[config.mk]
export PLATFORM = sky130hd
export DESIGN_NAME = rsr_front
export DESIGN_NICKNAME = d
export VERILOG_FILES = /design/src/rtl/core/rsr_front.sv
export SDC_FILE = /design/constraint.sdc
export NUM_CORES = 1
export LEC_CHECK = 0
export ABC_AREA = 1
export BUFFER_PORTS_ARGS = -buffer_cell sky130_fd_sc_hd__buf_2
export CAP_MARGIN = 0
export CORE_MARGIN = 8
export CORE_UTILIZATION = 28
export CTS_CLUSTER_DIAMETER = 80
export DETAILED_ROUTE_END_ITERATION = 10
export SLEW_MARGIN = 20
export SYNTH_ARGS = -nofsm -noshare
export SYNTH_HDL_FRONTEND = slang
export SYNTH_SLANG_ARGS = --single-unit
[constraint.sdc]
create_clock -name clk_i -period 5.8 [get_ports clk_i]
set_input_delay 0.87 -clock clk_i [delete_from_list [all_inputs] [get_ports clk_i]]
set_output_delay 0.87 -clock clk_i [all_outputs]
set_load 0.01 [all_outputs]
[src/rtl/core/rsr_front.sv]
// front end: input register and classification into a small queue
module rsr_front #(
  parameter int TERM_WIDTH = 16,
  parameter int QDEPTH     = 2
) (
  input  logic                         clk_i,
  input  logic                         rst_ni,
  input  logic                         in_valid_i,
  output logic                         in_stall_o,
  input  logic signed [TERM_WIDTH-1:0] term_numerator_i,
  input  logic        [TERM_WIDTH-1:0] term_denominator_i,
  input  logic                         last_term_i,
  output logic                         q_valid_o,
  input  logic                         q_pop_i,
  output logic signed [TERM_WIDTH-1:0] q_num_o,
  output logic        [TERM_WIDTH-1:0] q_den_o,
  output logic                         q_last_o,
  output logic                         q_zero_den_o
);
  localparam int PW = (QDEPTH > 1) ? $clog2(QDEPTH) : 1;
  localparam int EW = 2 * TERM_WIDTH + 2;

  logic [EW-1:0] mem_q [QDEPTH];
  logic [PW-1:0] wr_q, wr_d, rd_q, rd_d;
  logic [PW:0]   cnt_q, cnt_d;
  logic          push, pop;
  logic [EW-1:0] head;

  assign in_stall_o = (cnt_q == PW'(0) + (PW+1)'(QDEPTH));
  assign push = in_valid_i && !in_stall_o;
  assign pop  = q_pop_i && q_valid_o;
  assign q_valid_o = (cnt_q != '0);
  assign head = mem_q[rd_q];
  assign q_num_o = head[EW-1 -: TERM_WIDTH];
  assign q_den_o = head[TERM_WIDTH+1 -: TERM_WIDTH];
  assign q_last_o = head[1];
  assign q_zero_den_o = head[0];

  always_comb begin
    wr_d = wr_q;
    rd_d = rd_q;
    cnt_d = cnt_q;
    if (push) begin
      wr_d = (wr_q == PW'(QDEPTH - 1)) ? '0 : wr_q + PW'(1);
    end
    if (pop) begin
      rd_d = (rd_q == PW'(QDEPTH - 1)) ? '0 : rd_q + PW'(1);
    end
    if (push && !pop) begin
      cnt_d = cnt_q + (PW+1)'(1);
    end else if (pop && !push) begin
      cnt_d = cnt_q - (PW+1)'(1);
    end
  end

  always_ff @(posedge clk_i or negedge rst_ni) begin
    if (!rst_ni) begin
      wr_q <= '0;
      rd_q <= '0;
      cnt_q <= '0;
    end else begin
      wr_q <= wr_d;
      rd_q <= rd_d;
      cnt_q <= cnt_d;
    end
  end

  always_ff @(posedge clk_i) begin
    if (push) begin
      mem_q[wr_q] <= {term_numerator_i, term_denominator_i, last_term_i,
                      (term_denominator_i == '0)};
    end
  end
endmodule

==> results.md <==
* Result of the run: completed
* Number of clock sinks seen by CTS at 72
* Worst Slack Setup Final at 2.98 ns
* Clock insertion delay at the later pin of the skew report at 0.34 ns
* Synthesized instance count at 233
* WL per Instance at 13.2 µm
* Worst R2R Start: cnt_q[1]
* Total negative slack at 0 ns
* Initial core utilization at 0.288
* Vertical extent of the die at 116 µm
* Worst IR Drop VDD at 166 µV
* Data arrival time of the critical path at 1.95 ns
* Die width at 116 µm
* WP buf/inv at 3
* Number of gates given a new drive strength after cts at 0
* Maximum buffer depth of the clock tree at 2
* Routing usage on met3 at 0.0357
* Maximum clock frequency at 0.355 GHz
* R2r worst-path depth at 3
* Post-detailed-route DRC marker count at 0
* Sequential-to-total area share from yosys stat at 0.760
* Share of layout cells above drive strength 1 at 0.294
* Number of antenna violations at the first check in global routing at 0
* Clk Tree Root Cell: sky130_fd_sc_hd__clkbuf_8
* Number of antenna diodes at 0
* Crit path max fanout at 35
* Die ar. at 13,500 µm²
* Cell family with most CP delay: buffers and inverters
* RSZ-0062 raised after global routing: false
* Remaining antenna violation count at 0
* Overall routed net length at 5.92 mm
* Area growth from synthesis to layout at 24.6%
* Yosys warnings at 0
* Placer's final routability congestion estimate at 0.689
* Number of primary I/O pins at 73
* Power per cell area at 481 nW/µm²
* CP endpoint kind: primary output
* Average instance area after synthesis at 12.1 µm²
* Flops & latches, synth at 72
* Count of unique library cells instantiated by Yosys at 19
* Critical path's slowest cell: sky130_fd_sc_hd__dfrtp_1
* Number of buffers created by CTS at 9
* Portion of the clock cycle consumed by the worst path in the final layout at 0.486
* Capture instance of the worst register-to-register path: mem_q[0][15]
* Count of port buffers added during placement at 72
* CP peak stage delay at 0.70 ns
* Final setup violating endpoints at 0
* Met1 layer usage reported by global route at 0.0981
* Number of hold buffers added after cts at 0
* Via count of the first global-routing pass at 1,900
* Global-route wire length before repair at roughly 9 mm
* Final net count at 349
* Startpoint class of the critical path: register
* Required @ worst endpoint at 4.93 ns
* Number of synthesized flops with an enable pin at 68
* Worst slew margin relative to its limit at 0.304
* Vias/cell at 3.97
* Clock tree from TritonCTS: done
* Post-synth design cell area at 2820 µm²
* Post-CTS setup buffers at 0
* Static power due to leakage at ~1.5 nW
* Worst clock skew at 0.00848 ns
* Residual overflow from global routing at 0
* Max-capacitance violation count at 0
* Post-placement worst setup slack at approximately 3.3 ns
* GRT Util Overall at 0.0925
* Clock slew at reported path FFs at 0.07 ns
* HPWL reported at the end of detailed placement at 3.97 mm
* Pin count of the biggest net entering global routing at 36
* Critical path class: reg -> out
* Total iterations of the first detailed-routing run at 4
* GRT met2 Usage at 0.159
* Post-route minimum period at 2.82 ns
* Most heavily used metal layer in global routing: met2
* Transition at the pin with the smallest max-transition slack at between 1 and 1.5 ns
* Async S/R FF share, synth at 0.0556
* Number of nets produced by synthesis at 271
* Number of hold-slack violations in the final timing report at 0
* Placement row count at 36
* Reg-to-reg setup timing slack at around 4.0 ns
* Most prevalent standard cell on the critical path: sky130_fd_sc_hd__nand2_1
* Core Box Area at 9770 µm²
* Dominant register cell in the synthesized netlist: sky130_fd_sc_hd__edfxtp_1
* First DRT Iteration DRCs at between 50 and 60
* Final-report max-slew violation count at 0
* Worst hold path class: in -> async
* Critical-path cell list: buf_4 > inv_4 > nand2_1 > nand2_1 > buf_2
* Level count of the clock H-tree at 3
* Number of vias in the routed layout at between 1,500 and 2,000
==> where the power goes <==
| group | internal, mW | switching [mW] |
|---|---|---|
| clock network | 0.195 | 0.174 |
| registers | 0.710 | 0.0500 |
| logic | 0.195 | 0.367 |
| total | 1.10 | 0.590 |
==> worst max-delay path by stage <==
stage	start	endpoint	slack, ns	cells after the start
2_1_floorplan	in_valid_i	mem_q[1][0]	2.96	2
3_3_place_gp	rd_q	q_den_o[13]	3.37	5
3_5_place_dp	rd_q	q_den_o[7]	3.29	5
4_1_cts	rd_q	q_den_o[7]	2.91	5
5_1_grt	rd_q	q_den_o[10]	2.76	5
6_report	rd_q	q_den_o[6]	2.98	5
==> synth_stat cells, types with 2 or more instances <==
library cell | number | share of area
sky130_fd_sc_hd__inv_1 | 17 | 0.023
sky130_fd_sc_hd__edfxtp_1 | 68 | 0.72
sky130_fd_sc_hd__nor2_1 | 11 | 0.015
sky130_fd_sc_hd__dfrtp_1 | 4 | 0.036
sky130_fd_sc_hd__buf_6 | 4 | 0.016
sky130_fd_sc_hd__buf_2 | 2 | 0.0036
sky130_fd_sc_hd__nand2_2 | 2 | 0.0044
sky130_fd_sc_hd__nand2_1 | 114 | 0.15
==> cells in the final DEF (no fill, tap or decap) <==
cell / synthesis / layout
sky130_fd_sc_hd__inv_2: 1 / 1
sky130_fd_sc_hd__o21ai_1: 1 / 1
sky130_fd_sc_hd__inv_1: 17 / 17
sky130_fd_sc_hd__clkinv_2: 0 / 2
sky130_fd_sc_hd__nand2_2: 2 / 2
sky130_fd_sc_hd__and2_1: 1 / 1
sky130_fd_sc_hd__buf_2: 2 / 72
sky130_fd_sc_hd__dfrtp_1: 4 / 4
sky130_fd_sc_hd__xnor2_1: 1 / 1
sky130_fd_sc_hd__xor2_1: 1 / 1
sky130_fd_sc_hd__nor2_2: 1 / 1
sky130_fd_sc_hd__bufinv_16: 0 / 1
sky130_fd_sc_hd__nand4_1: 1 / 1
sky130_fd_sc_hd__clkinv_1: 0 / 2
sky130_fd_sc_hd__nand3_1: 1 / 1
sky130_fd_sc_hd__inv_4: 1 / 1
sky130_fd_sc_hd__ha_1: 1 / 1
sky130_fd_sc_hd__buf_16: 0 / 1
sky130_fd_sc_hd__edfxtp_1: 68 / 68
sky130_fd_sc_hd__nand2_1: 114 / 114
sky130_fd_sc_hd__nor2_1: 11 / 9
sky130_fd_sc_hd__clkbuf_1: 0 / 2
sky130_fd_sc_hd__nor2_4: 0 / 2
sky130_fd_sc_hd__clkbuf_8: 0 / 9
sky130_fd_sc_hd__buf_4: 1 / 1
==> flip-flops by register name, indices dropped and copies added (netlist names) <==
name / count
rd_q: 1
wr_q: 1
cnt_q: 2
mem_q: 68
==> worst reg2reg max path: cells and delay by family, from the launching register on <==
kind | cells | cell delay (ns)
buf+inv | 1 | 0.09
simple gates | 1 | 0.82
compound gates | 1 | 0.14
flops | 1 | 0.40
==> cell type report <==
type | count | area, µm²
Clock buffer | 11 | 131
Clock inverter | 5 | 47.5
Fill cell | 1006 | 6260
Inverter | 19 | 73.8
Multi-Input combinational cell | 135 | 556
Sequential cell | 72 | 2140
Tap cell | 133 | 166
Timing Repair Buffer | 74 | 395
==> metal layers <==
layer | vias to the layer above | wire length [µm] | part of all wire
li1 | 913 | - | -
met1 | 805 | 2520 | 0.43
met2 | 54 | 2870 | 0.48
met3 | 10 | 428 | 0.072
met4 | 0 | 97 | 0.016
met5 | - | 0 | 0
==> cells by family after synthesis <==
| kind of cell | after synthesis | synth area share |
|---|---|---|
| and+or+nand+nor | 131 | 0.179 |
| DFF | 72 | 0.760 |
| buffers and inverters | 26 | 0.0484 |
| xor gates and xnor gates | 2 | 0.00622 |
| AOI/OAI and AO/OA | 1 | 0.00177 |
| adders and majority gates | 1 | 0.00444 |
==> through the flow <==
step                      area, µm²   util  std cells  hold WS, ns  power (mW)
after floorplan                2820      -        233        0.461        1.12
after global placement         3310  0.338        432        0.474        1.33
after detailed placement       3310  0.338        432        0.499        1.34
after CTS                      3480  0.357        448        0.306        1.71
after global routing           3510  0.359        449        0.316        1.81
final                          3510  0.359        449        0.325        1.69
(Power assumes the default switching activity.)
